===== src/rtl/core/integer_to_ascii_radix_assert.svh =====
// ----------------------------------------------------------------------------
// integer_to_ascii_radix assertion macros
// Concurrent assertion shorthands on clk, disabled while arst_n is low.
// ----------------------------------------------------------------------------
`ifndef INTEGER_TO_ASCII_RADIX_ASSERT_SVH
`define INTEGER_TO_ASCII_RADIX_ASSERT_SVH

// Consequent must hold in the same cycle as the antecedent.
`define I2A_ASSERT_SAME(label, ante, cons) \
	label: assert property (@(posedge clk) disable iff (!arst_n) (ante) |-> (cons)) \
		else $error("integer_to_ascii_radix: assertion failed");

// Consequent must hold in the cycle after the antecedent.
`define I2A_ASSERT_NEXT(label, ante, cons) \
	label: assert property (@(posedge clk) disable iff (!arst_n) (ante) |=> (cons)) \
		else $error("integer_to_ascii_radix: assertion failed");

`endif


===== src/rtl/core/i2a_pkg.sv =====
// ----------------------------------------------------------------------------
// i2a_pkg
// Shared constants, types and character helpers of the integer formatter.
// ----------------------------------------------------------------------------
package i2a_pkg;

	localparam int VALUE_W        = 64;
	localparam int BCD_DIGITS     = 20;
	localparam int SR_W           = 4 * BCD_DIGITS;
	localparam int CNT_W          = 7;
	localparam int CHARS_PER_BEAT = 8;
	localparam int FILL_W         = 3;

	localparam logic [CNT_W-1:0] NDIG_HEX = 7'd16;
	localparam logic [CNT_W-1:0] NDIG_DEC = 7'd20;
	localparam logic [CNT_W-1:0] NDIG_OCT = 7'd22;
	localparam logic [CNT_W-1:0] NDIG_BIN = 7'd64;

	localparam logic [7:0] CH_ZERO  = 8'h30;
	localparam logic [7:0] CH_A     = 8'h61;
	localparam logic [7:0] CH_MINUS = 8'h2d;
	localparam logic [7:0] CH_X     = 8'h78;
	localparam logic [7:0] CH_D     = 8'h64;
	localparam logic [7:0] CH_O     = 8'h6f;
	localparam logic [7:0] CH_B     = 8'h62;

	typedef enum logic [1:0] {
		RADIX_HEX = 2'd0,
		RADIX_DEC = 2'd1,
		RADIX_OCT = 2'd2,
		RADIX_BIN = 2'd3
	} radix_t;

	// Everything the digit sequencer needs to print one value.
	typedef struct packed {
		logic [SR_W-1:0]  digits;
		logic [CNT_W-1:0] ndig;
		radix_t           radix;
		logic             prefix;
		logic             sign;
	} i2a_load_t;

	// One character on its way to the beat packer.
	typedef struct packed {
		logic       valid;
		logic [7:0] code;
		logic       last;
	} i2a_char_t;

	function automatic logic [7:0] digit_char(input logic [3:0] d);
		logic [7:0] c;
		if (d > 4'd9) begin
			c = CH_A + {4'd0, d} - 8'd10;
		end else begin
			c = CH_ZERO + {4'd0, d};
		end
		return c;
	endfunction

	function automatic logic [7:0] radix_letter(input radix_t r);
		logic [7:0] c;
		case (r)
			RADIX_HEX: c = CH_X;
			RADIX_DEC: c = CH_D;
			RADIX_OCT: c = CH_O;
			RADIX_BIN: c = CH_B;
			default:   c = CH_X;
		endcase
		return c;
	endfunction

endpackage


===== src/rtl/core/i2a_in_if.sv =====
// ----------------------------------------------------------------------------
// i2a_in_if
// Input channel: the value to print and its formatting flags.
// ----------------------------------------------------------------------------
interface i2a_in_if;
	logic        valid;
	logic        ready;
	logic [63:0] value;
	logic [1:0]  radix_code;
	logic        with_prefix;
	logic        negative;

	modport source (output valid, output value, output radix_code,
		output with_prefix, output negative, input ready);
	modport sink (input valid, input value, input radix_code,
		input with_prefix, input negative, output ready);
endinterface


===== src/rtl/core/i2a_out_if.sv =====
// ----------------------------------------------------------------------------
// i2a_out_if
// Output channel: one beat of up to eight ASCII characters.
// ----------------------------------------------------------------------------
interface i2a_out_if;
	logic        valid;
	logic        ready;
	logic [63:0] chars;
	logic [3:0]  char_count;
	logic        last;

	modport source (output valid, output chars, output char_count,
		output last, input ready);
	modport sink (input valid, input chars, input char_count,
		input last, output ready);
endinterface


===== src/rtl/core/i2a_dabble.sv =====
// ----------------------------------------------------------------------------
// i2a_dabble
// Bit-serial binary to BCD converter, one input bit per cycle (shift-add-3).
// ----------------------------------------------------------------------------
module i2a_dabble (
	input  logic                        clk,
	input  logic                        arst_n,
	input  logic                        start,
	input  logic [i2a_pkg::VALUE_W-1:0] value,
	output logic [i2a_pkg::SR_W-1:0]    bcd,
	output logic                        done
);

	logic [i2a_pkg::VALUE_W-1:0] bin_q;
	logic [i2a_pkg::SR_W-1:0]    bcd_q;
	logic [i2a_pkg::SR_W-1:0]    adj;
	logic [i2a_pkg::CNT_W-1:0]   cnt_q;
	logic                        done_q;

	// Every BCD digit of five or more gets three added before the shift.
	always_comb begin
		adj = bcd_q;
		for (int i = 0; i < i2a_pkg::BCD_DIGITS; i++) begin
			if (bcd_q[4*i +: 4] >= 4'd5) begin
				adj[4*i +: 4] = bcd_q[4*i +: 4] + 4'd3;
			end
		end
	end

	always_ff @(posedge clk or negedge arst_n) begin
		if (!arst_n) begin
			cnt_q  <= '0;
			done_q <= 1'b0;
		end else begin
			done_q <= (cnt_q == i2a_pkg::CNT_W'(1)) && !start;
			if (start) begin
				cnt_q <= i2a_pkg::CNT_W'(i2a_pkg::VALUE_W);
			end else if (cnt_q != '0) begin
				cnt_q <= cnt_q - i2a_pkg::CNT_W'(1);
			end
		end
	end

	always_ff @(posedge clk) begin
		if (start) begin
			bin_q <= value;
			bcd_q <= '0;
		end else if (cnt_q != '0) begin
			bcd_q <= {adj[i2a_pkg::SR_W-2:0], bin_q[i2a_pkg::VALUE_W-1]};
			bin_q <= {bin_q[i2a_pkg::VALUE_W-2:0], 1'b0};
		end
	end

	assign bcd  = bcd_q;
	assign done = done_q;

endmodule


===== src/rtl/core/i2a_digits.sv =====
// ----------------------------------------------------------------------------
// i2a_digits
// Character sequencer: prefix or sign, then digits most significant first.
// ----------------------------------------------------------------------------
module i2a_digits (
	input  logic                 clk,
	input  logic                 arst_n,
	input  logic                 load,
	input  i2a_pkg::i2a_load_t   cfg,
	output logic                 busy,
	output i2a_pkg::i2a_char_t   chr,
	input  logic                 chr_ready
);

	typedef enum logic [3:0] {
		PH_IDLE  = 4'b0001,
		PH_LEAD0 = 4'b0010,
		PH_LEAD1 = 4'b0100,
		PH_DIG   = 4'b1000
	} phase_t;

	phase_t                    phase_q;
	logic [i2a_pkg::SR_W-1:0]  sr_q;
	logic [i2a_pkg::CNT_W-1:0] left_q;
	i2a_pkg::radix_t           radix_q;
	logic                      prefix_q;
	logic                      started_q;
	logic [3:0]                digit;
	logic [i2a_pkg::SR_W-1:0]  sr_next;
	logic                      skip;
	logic                      take;

	localparam int TOP = i2a_pkg::SR_W - 1;

	// Current digit sits at the top of the shift register.
	always_comb begin
		case (radix_q)
			i2a_pkg::RADIX_OCT: begin
				digit   = {1'b0, sr_q[TOP -: 3]};
				sr_next = {sr_q[TOP-3:0], 3'b000};
			end
			i2a_pkg::RADIX_BIN: begin
				digit   = {3'b000, sr_q[TOP]};
				sr_next = {sr_q[TOP-1:0], 1'b0};
			end
			default: begin
				digit   = sr_q[TOP -: 4];
				sr_next = {sr_q[TOP-4:0], 4'b0000};
			end
		endcase
	end

	// Leading zeros are dropped, but the final digit always prints.
	assign skip = !started_q && (digit == 4'd0) && (left_q != i2a_pkg::CNT_W'(1));

	always_comb begin
		chr = '0;
		case (phase_q)
			PH_LEAD0: begin
				chr.valid = 1'b1;
				chr.code  = prefix_q ? i2a_pkg::CH_ZERO : i2a_pkg::CH_MINUS;
			end
			PH_LEAD1: begin
				chr.valid = 1'b1;
				chr.code  = i2a_pkg::radix_letter(radix_q);
			end
			PH_DIG: begin
				chr.valid = !skip;
				chr.code  = i2a_pkg::digit_char(digit);
				chr.last  = (left_q == i2a_pkg::CNT_W'(1));
			end
			default: begin
				chr = '0;
			end
		endcase
	end

	assign take = chr.valid && chr_ready;
	assign busy = (phase_q != PH_IDLE);

	always_ff @(posedge clk or negedge arst_n) begin
		if (!arst_n) begin
			phase_q   <= PH_IDLE;
			started_q <= 1'b0;
			left_q    <= '0;
		end else begin
			case (phase_q)
				PH_IDLE: begin
					if (load) begin
						phase_q   <= (cfg.prefix || cfg.sign) ? PH_LEAD0 : PH_DIG;
						started_q <= 1'b0;
						left_q    <= cfg.ndig;
					end
				end
				PH_LEAD0: begin
					if (take) begin
						phase_q <= prefix_q ? PH_LEAD1 : PH_DIG;
					end
				end
				PH_LEAD1: begin
					if (take) begin
						phase_q <= PH_DIG;
					end
				end
				PH_DIG: begin
					if (skip || take) begin
						left_q <= left_q - i2a_pkg::CNT_W'(1);
						if (take) begin
							started_q <= 1'b1;
						end
						if (take && chr.last) begin
							phase_q <= PH_IDLE;
						end
					end
				end
				default: begin
					phase_q <= PH_IDLE;
				end
			endcase
		end
	end

	always_ff @(posedge clk) begin
		if (phase_q == PH_IDLE && load) begin
			sr_q     <= cfg.digits;
			radix_q  <= cfg.radix;
			prefix_q <= cfg.prefix;
		end else if (phase_q == PH_DIG && (skip || take)) begin
			sr_q <= sr_next;
		end
	end

endmodule


===== src/rtl/core/i2a_pack.sv =====
// ----------------------------------------------------------------------------
// i2a_pack
// Gathers characters into beats and holds each beat in the output register.
// ----------------------------------------------------------------------------
module i2a_pack (
	input  logic               clk,
	input  logic               arst_n,
	input  i2a_pkg::i2a_char_t chr,
	output logic               chr_ready,
	i2a_out_if.source          text
);

	logic [63:0]                buf_q;
	logic [i2a_pkg::FILL_W-1:0] fill_q;
	logic [63:0]                buf_new;
	logic                       take;
	logic                       beat_end;
	logic                       out_valid_q;
	logic [63:0]                out_chars_q;
	logic [3:0]                 out_count_q;
	logic                       out_last_q;

	// Bytes above the write position read as zero, so a short beat is clean.
	always_comb begin
		for (int i = 0; i < 8; i++) begin
			if (i2a_pkg::FILL_W'(i) == fill_q) begin
				buf_new[8*i +: 8] = chr.code;
			end else if (i2a_pkg::FILL_W'(i) < fill_q) begin
				buf_new[8*i +: 8] = buf_q[8*i +: 8];
			end else begin
				buf_new[8*i +: 8] = 8'h00;
			end
		end
	end

	assign chr_ready = !out_valid_q || text.ready;
	assign take      = chr.valid && chr_ready;
	assign beat_end  = chr.last ||
		(fill_q == i2a_pkg::FILL_W'(i2a_pkg::CHARS_PER_BEAT - 1));

	always_ff @(posedge clk or negedge arst_n) begin
		if (!arst_n) begin
			fill_q      <= '0;
			out_valid_q <= 1'b0;
		end else begin
			if (text.ready) begin
				out_valid_q <= 1'b0;
			end
			if (take) begin
				if (beat_end) begin
					fill_q      <= '0;
					out_valid_q <= 1'b1;
				end else begin
					fill_q <= fill_q + i2a_pkg::FILL_W'(1);
				end
			end
		end
	end

	always_ff @(posedge clk) begin
		if (take) begin
			buf_q <= buf_new;
			if (beat_end) begin
				out_chars_q <= buf_new;
				out_count_q <= {1'b0, fill_q} + 4'd1;
				out_last_q  <= chr.last;
			end
		end
	end

	assign text.valid      = out_valid_q;
	assign text.chars      = out_chars_q;
	assign text.char_count = out_count_q;
	assign text.last       = out_last_q;

endmodule


===== src/rtl/core/integer_to_ascii_radix.sv =====
// ----------------------------------------------------------------------------
// integer_to_ascii_radix
// Formats a 64-bit unsigned value as hex, decimal, octal or binary ASCII text.
// ----------------------------------------------------------------------------
//
//  Channel  Side    Carries
//  -------  ------  ----------------------------------------------------------
//  item     sink    value, radix_code, with_prefix, negative
//  text     source  chars (first character in low byte), char_count, last
//
//  After an item is accepted, a decimal value passes through the bit-serial BCD
//  converter, which then hands its result over. The sequencer then steps through
//  the prefix or sign characters and every digit position (16 hex, 20 decimal,
//  22 octal, 64 binary), one per cycle unless the output stalls it, and then
//  returns to idle.
//  Reset clears the control state only; no clearing pass is needed.
//  A text beat waiting in the output register stalls the character flow.
//
module integer_to_ascii_radix (
	input  logic     clk,
	input  logic     arst_n,
	i2a_in_if.sink   item,
	i2a_out_if.source text
);

	`include "integer_to_ascii_radix_assert.svh"

	// Top-level control: accept an item, convert it if decimal, then let the
	// sequencer print it before the next transaction is taken.
	typedef enum logic [2:0] {
		ST_IDLE = 3'b001,
		ST_CONV = 3'b010,
		ST_EMIT = 3'b100
	} ctl_state_t;

	ctl_state_t          state_q;
	logic                accept;
	i2a_pkg::radix_t     radix_in;
	logic                sign_in;
	i2a_pkg::radix_t     radix_q;
	logic                prefix_q;
	logic                sign_q;
	logic [i2a_pkg::SR_W-1:0]  bcd;
	logic                conv_done;
	logic                load;
	i2a_pkg::i2a_load_t  load_cfg;
	logic                dig_busy;
	i2a_pkg::i2a_char_t  chr;
	logic                chr_ready;

	localparam int PAD = i2a_pkg::SR_W - i2a_pkg::VALUE_W;

	assign item.ready = (state_q == ST_IDLE);
	assign accept     = item.valid && item.ready;
	assign radix_in   = i2a_pkg::radix_t'(item.radix_code);

	// The minus sign only appears for a decimal, unprefixed, nonzero value.
	assign sign_in = item.negative && !item.with_prefix &&
		(radix_in == i2a_pkg::RADIX_DEC) && (item.value != '0);

	// Power-of-two radices go straight to the sequencer, left aligned so that
	// the top digit sits at the top of its shift register; octal gets two
	// leading zero bits to make 22 whole digits.
	always_comb begin
		load_cfg = '0;
		load     = 1'b0;
		if (state_q == ST_CONV) begin
			load            = conv_done;
			load_cfg.digits = bcd;
			load_cfg.ndig   = i2a_pkg::NDIG_DEC;
			load_cfg.radix  = radix_q;
			load_cfg.prefix = prefix_q;
			load_cfg.sign   = sign_q;
		end else begin
			load            = accept && (radix_in != i2a_pkg::RADIX_DEC);
			load_cfg.radix  = radix_in;
			load_cfg.prefix = item.with_prefix;
			load_cfg.sign   = 1'b0;
			case (radix_in)
				i2a_pkg::RADIX_OCT: begin
					load_cfg.digits = {2'b00, item.value, {(PAD-2){1'b0}}};
					load_cfg.ndig   = i2a_pkg::NDIG_OCT;
				end
				i2a_pkg::RADIX_BIN: begin
					load_cfg.digits = {item.value, {PAD{1'b0}}};
					load_cfg.ndig   = i2a_pkg::NDIG_BIN;
				end
				default: begin
					load_cfg.digits = {item.value, {PAD{1'b0}}};
					load_cfg.ndig   = i2a_pkg::NDIG_HEX;
				end
			endcase
		end
	end

	always_ff @(posedge clk or negedge arst_n) begin
		if (!arst_n) begin
			state_q <= ST_IDLE;
		end else begin
			case (state_q)
				ST_IDLE: begin
					if (accept) begin
						state_q <= (radix_in == i2a_pkg::RADIX_DEC) ? ST_CONV : ST_EMIT;
					end
				end
				ST_CONV: begin
					if (conv_done) begin
						state_q <= ST_EMIT;
					end
				end
				ST_EMIT: begin
					if (!dig_busy) begin
						state_q <= ST_IDLE;
					end
				end
				default: begin
					state_q <= ST_IDLE;
				end
			endcase
		end
	end

	// Formatting flags are kept for the decimal path, which loads later.
	always_ff @(posedge clk) begin
		if (accept) begin
			radix_q  <= radix_in;
			prefix_q <= item.with_prefix;
			sign_q   <= sign_in;
		end
	end

	i2a_dabble u_dabble (
		.clk    (clk),
		.arst_n (arst_n),
		.start  (accept && (radix_in == i2a_pkg::RADIX_DEC)),
		.value  (item.value),
		.bcd    (bcd),
		.done   (conv_done)
	);

	i2a_digits u_digits (
		.clk       (clk),
		.arst_n    (arst_n),
		.load      (load),
		.cfg       (load_cfg),
		.busy      (dig_busy),
		.chr       (chr),
		.chr_ready (chr_ready)
	);

	i2a_pack u_pack (
		.clk       (clk),
		.arst_n    (arst_n),
		.chr       (chr),
		.chr_ready (chr_ready),
		.text      (text)
	);

	// The sequencer must be quiet while a decimal conversion is running.
	`I2A_ASSERT_SAME(a_conv_seq_idle, state_q == ST_CONV, !dig_busy)
	// A converter result only ever arrives while control waits for it.
	`I2A_ASSERT_SAME(a_done_in_conv, conv_done, state_q == ST_CONV)
	// A non-decimal item starts printing straight away.
	`I2A_ASSERT_NEXT(a_direct_load, accept && (radix_in != i2a_pkg::RADIX_DEC),
		(state_q == ST_EMIT) && dig_busy)
	// Every beat carries between one and a full beat of characters.
	`I2A_ASSERT_SAME(a_beat_count, text.valid,
		(text.char_count >= 4'd1) && (text.char_count <= 4'(i2a_pkg::CHARS_PER_BEAT)))

endmodule

===== src/flat_wrapper.sv =====
// flat-port wrapper written by rule: the top's interface ports become plain ports
module integer_to_ascii_radix_flat 
  (clk, arst_n, item_valid, item_value, item_radix_code, item_with_prefix, item_negative, item_ready, text_valid, text_chars, text_char_count, text_last, text_ready);
  i2a_in_if item_i ();
  i2a_out_if text_i ();
  input  logic clk;
  input  logic arst_n;
  input wire logic [$bits(item_i.valid)-1:0] item_valid;
  input wire logic [$bits(item_i.value)-1:0] item_value;
  input wire logic [$bits(item_i.radix_code)-1:0] item_radix_code;
  input wire logic [$bits(item_i.with_prefix)-1:0] item_with_prefix;
  input wire logic [$bits(item_i.negative)-1:0] item_negative;
  output wire logic [$bits(item_i.ready)-1:0] item_ready;
  output wire logic [$bits(text_i.valid)-1:0] text_valid;
  output wire logic [$bits(text_i.chars)-1:0] text_chars;
  output wire logic [$bits(text_i.char_count)-1:0] text_char_count;
  output wire logic [$bits(text_i.last)-1:0] text_last;
  input wire logic [$bits(text_i.ready)-1:0] text_ready;
  assign item_i.valid = item_valid;
  assign item_i.value = item_value;
  assign item_i.radix_code = item_radix_code;
  assign item_i.with_prefix = item_with_prefix;
  assign item_i.negative = item_negative;
  assign item_ready = item_i.ready;
  assign text_valid = text_i.valid;
  assign text_chars = text_i.chars;
  assign text_char_count = text_i.char_count;
  assign text_last = text_i.last;
  assign text_i.ready = text_ready;
  integer_to_ascii_radix u_core (.clk(clk), .arst_n(arst_n), .item(item_i), .text(text_i));
endmodule

===== config.mk =====
export PLATFORM = sky130hd
export DESIGN_NAME = integer_to_ascii_radix_flat
export DESIGN_NICKNAME = d
export VERILOG_FILES = /design/src/rtl/core/i2a_pkg.sv /design/src/rtl/core/i2a_in_if.sv /design/src/rtl/core/i2a_out_if.sv /design/src/rtl/core/i2a_dabble.sv /design/src/rtl/core/i2a_digits.sv /design/src/rtl/core/i2a_pack.sv /design/src/rtl/core/integer_to_ascii_radix.sv /design/src/flat_wrapper.sv
export VERILOG_INCLUDE_DIRS = /design/src /design/src/rtl/core
export SDC_FILE = /design/constraint.sdc
export NUM_CORES = 1
export LEC_CHECK = 0
export ABC_AREA = 1
export BUFFER_PORTS_ARGS = -buffer_cell sky130_fd_sc_hd__buf_2
export CAP_MARGIN = 15
export CORE_MARGIN = 2
export CORE_UTILIZATION = 30
export DETAILED_ROUTE_END_ITERATION = 7
export PLACE_DENSITY = 0.45
export SLEW_MARGIN = 20
export SYNTH_ARGS = -nofsm -noshare
export SYNTH_HDL_FRONTEND = slang
export SYNTH_SLANG_ARGS = --single-unit

===== constraint.sdc =====
create_clock -name clk -period 15 [get_ports clk]
set_input_delay 0 -clock clk [delete_from_list [all_inputs] [get_ports clk]]
set_output_delay 0 -clock clk [all_outputs]
set_load 0.01 [all_outputs]

==> results.tsv <==
metric	value	unit
number of diodes	0	
leakage power	0.00949	µW
Slew Viols, Final	0	
Yosys warnings	0	
wire per inst	16.3	µm
Crit path required time	15.19	ns
Starting Density	0.303	
RSZ-0062 raised after global routing	no	
Post-synth EDFFs	275	
vias in the first global route	14800	
endpoint class of the critical path	flip-flop	
CP peak stage delay	0.65	ns
first-pass GRT wire length	81300	µm
setup tns final	0	ns
sequential share of the synthesized area	0.549	
Post-Place Cells	2970	
die area	66000	µm²
cell count after synthesis	2069	
Final Skew	0.0183	ns
drt first pass iters	7	
Die Ht	257	µm
crit path DAT	3.92	ns
share of cells above drive strength 1	0.121	
relative slew slack	0.332	
fin crit share	0.249	
final hold viol count	0	
root buf cell	clkbuf_16	
CTS buffer count	46	
H-tree levels	2	
GR Util All Layers	0.151	
Hold Crit Class	in -> async	
status	finished, final reports clean	
gp weighted congestion	0.814	
Worst-Margin Slew	0.997	ns
Setup violations, final	0	
area grow syn2layout	19.0	%
CTS Sinks	382	
ordered list of cells on the worst path	ha_2, buf_4, nor2_4, buf_4, nand2_1, nand2_1, nand3_1, nand2_1, nand2_2, nand2_4, buf_6	
post-CTS sizing	0	
min cycle time layout	3.73	ns
Worst-path clk slew	0.06	ns
FMAX	268	MHz
Antenna Violating Nets Remaining	0	
Crit path top cell by count	nand2_1	
initial antenna violation count	0	
total global routing overflow	0	
site row count	92	
via/cell ratio	4.87	
WL final	50900	µm
Post-Layout Cell Count	3126	
average instance area after synthesis	9.27	µm²
Max clock buf depth	3	
TritonCTS clock tree	yes	
1st-iter DRT viols	1018	
core area	63200	µm²
Syn Nets	2196	
element type at the critical path start	flip-flop	
Clock Latency Late Sink	0.59	ns
Crit Path Class	reg -> reg	
PortBufs	141	
drt drc	0	
DIE WIDTH	257	µm
CP Max Fanout	83	
final layout net count	2369	
WP buf/inv	3	
pwr/cell area	186	nW/µm²
I/O pins	143	
Vias	15200	
Max-cap violations	0	
register bit total from synthesis	382	
Worst VDD drop	0.0000879	V
dominant synthesized flop cell	edfxtp_1	
Final Power	4240	µW
async set-reset flop share out of synthesis	0.0707	
slowest CP cell	buf_4	
Netlist cell types	48	
pin count of the biggest net entering global routing	95	
Netlist Area Pre-Place	19200	µm²
post-detail-place hpwl	33100	µm
Top delay family on crit path	buffers and inverters	
[synthesized netlist by cell type (all sizes together) (25+ instances only)]
master    n  area, µm²
nand3    71        370
a22o     64        561
o21ai   317       1610
nand2   358       1370
o22ai   122        788
a21oi   107        539
inv     247        930
edfxtp  275       8260
nor2    146        571
ha       55        688
dfrtp    25        626
clkbuf   35        131
dfxtp    80       1600
buf      66        358
[where the power goes]
| group | switching, µW | internal, µW |
|---|---|---|
| Combinational | 899 | 496 |
| Clock | 458 | 653 |
| Sequential | 168 | 1560 |
[layout by cell type (no fill, tap or decap), types with 10 or more instances in the layout]
cell type        n
a21oi_1        106
a22o_1          64
a22oi_1         10
buf_2          141
buf_4           13
clkbuf_1        17
clkbuf_16       46
dfrtp_1         25
dfxtp_1         80
dlygate4sd3_1   70
edfxtp_1       275
ha_1            54
inv_1          235
inv_2           10
nand2_1        348
nand3_1         67
nor2_1         137
o21ai_0        287
o21ai_1         23
o22ai_1        118
o32ai_1         10
xor2_1          24
[timing repair]
item	4_1_cts	5_1_grt
hold endpoints to repair	163	0
buffers inserted	0	0
hold buffers	70	0
[worst register-to-register path: stages (launching register included)]
cell and delay [ns]:
edfxtp_1 0.44, ha_2 0.20, buf_4 0.37, nor2_4 0.25, buf_4 0.65, nand2_1 0.11
nand2_1 0.16, nand3_1 0.12, nand2_1 0.10, nand2_2 0.10, nand2_4 0.14, buf_6 0.54
[layer usage]
layer  track usage  part of all wire  vias to the layer above
li1              -                 -                     7593
met1         0.206              0.47                     7234
met2         0.248              0.47                      326
met3        0.0226             0.039                       71
met5             0                 0                        -
met4        0.0449             0.022                        0
[layout make-up]
type                    count  area (µm²)
clock inverters            17         194
multi-input cells        1336        7270
inverters                 250         942
flip-flops and latches    382       10500
clock buffers              69        1300
repair buffers            226        1530
fillers                  6522       40400
well taps                 846        1060
[final timing paths]
check / end / cells past startpoint / from / slack [ns]
max reg2reg: u_core.u_digits.sr_q[34]$_DFFE_PP_ / 11 / u_core.u_digits.radix_q[1]$_DFFE_PP_ / 11.27
min: u_core.u_dabble.cnt_q[5]$_DFFE_PN0P_ / 2 / arst_n / 0.02
max: u_core.u_digits.sr_q[34]$_DFFE_PP_ / 11 / u_core.u_digits.radix_q[1]$_DFFE_PP_ / 11.27
min reg2reg: u_core.u_dabble.bcd[11]$_SDFFE_PP0P_ / 2 / u_core.u_dabble.bcd[11]$_SDFFE_PP0P_ / 0.47
max in group asynchronous: u_core.u_digits.phase_q[1]$_DFFE_PN0P_ / 2 / arst_n / 14.53
min in group clk: u_core.u_digits.sr_q[79]$_DFFE_PP_ / 5 / item_value[63] / 0.07
[metrics by stage]
step | hold slack (ns) | worst slack [ns] | area [µm²] | utilization
finish | 0.0240 | 11.27 | 22800 | 0.361
global route | 0.0511 | 10.83 | 22800 | 0.361
CTS | 0.0458 | 10.99 | 22800 | 0.361
detailed placement | 0.0969 | 10.98 | 20600 | 0.326
global placement | 0.0882 | 11.15 | 20600 | 0.326
floorplan | -0.296 | 9.88 | 19200 | -
[state kept, by name (all words and copies together) (netlist names), 4 cells and up]
register and cells:
u_core.u_dabble.cnt_q 7, u_core.u_dabble.bin_q 64, u_core.u_digits.phase_q 4, u_core.u_dabble.bcd 80, u_core.u_digits.left_q 7, u_core.u_pack.buf_q 56, u_core.u_pack.text.chars 63, u_core.u_pack.text.char_count 4
u_core.u_digits.sr_q 80
[cells by family after synthesis]
group | count (synthesis) | synth area share
buffers and inverters | 351 | 0.0746
AO/OA/AOI/OAI | 646 | 0.197
other | 1 | 0.000196
flip-flops | 382 | 0.549
XOR/XNOR | 25 | 0.0114
adder cells (fa/ha/maj) | 55 | 0.0359
AND/OR/NAND/NOR | 609 | 0.132
No activity file was read; power rests on OpenSTA's default activity.
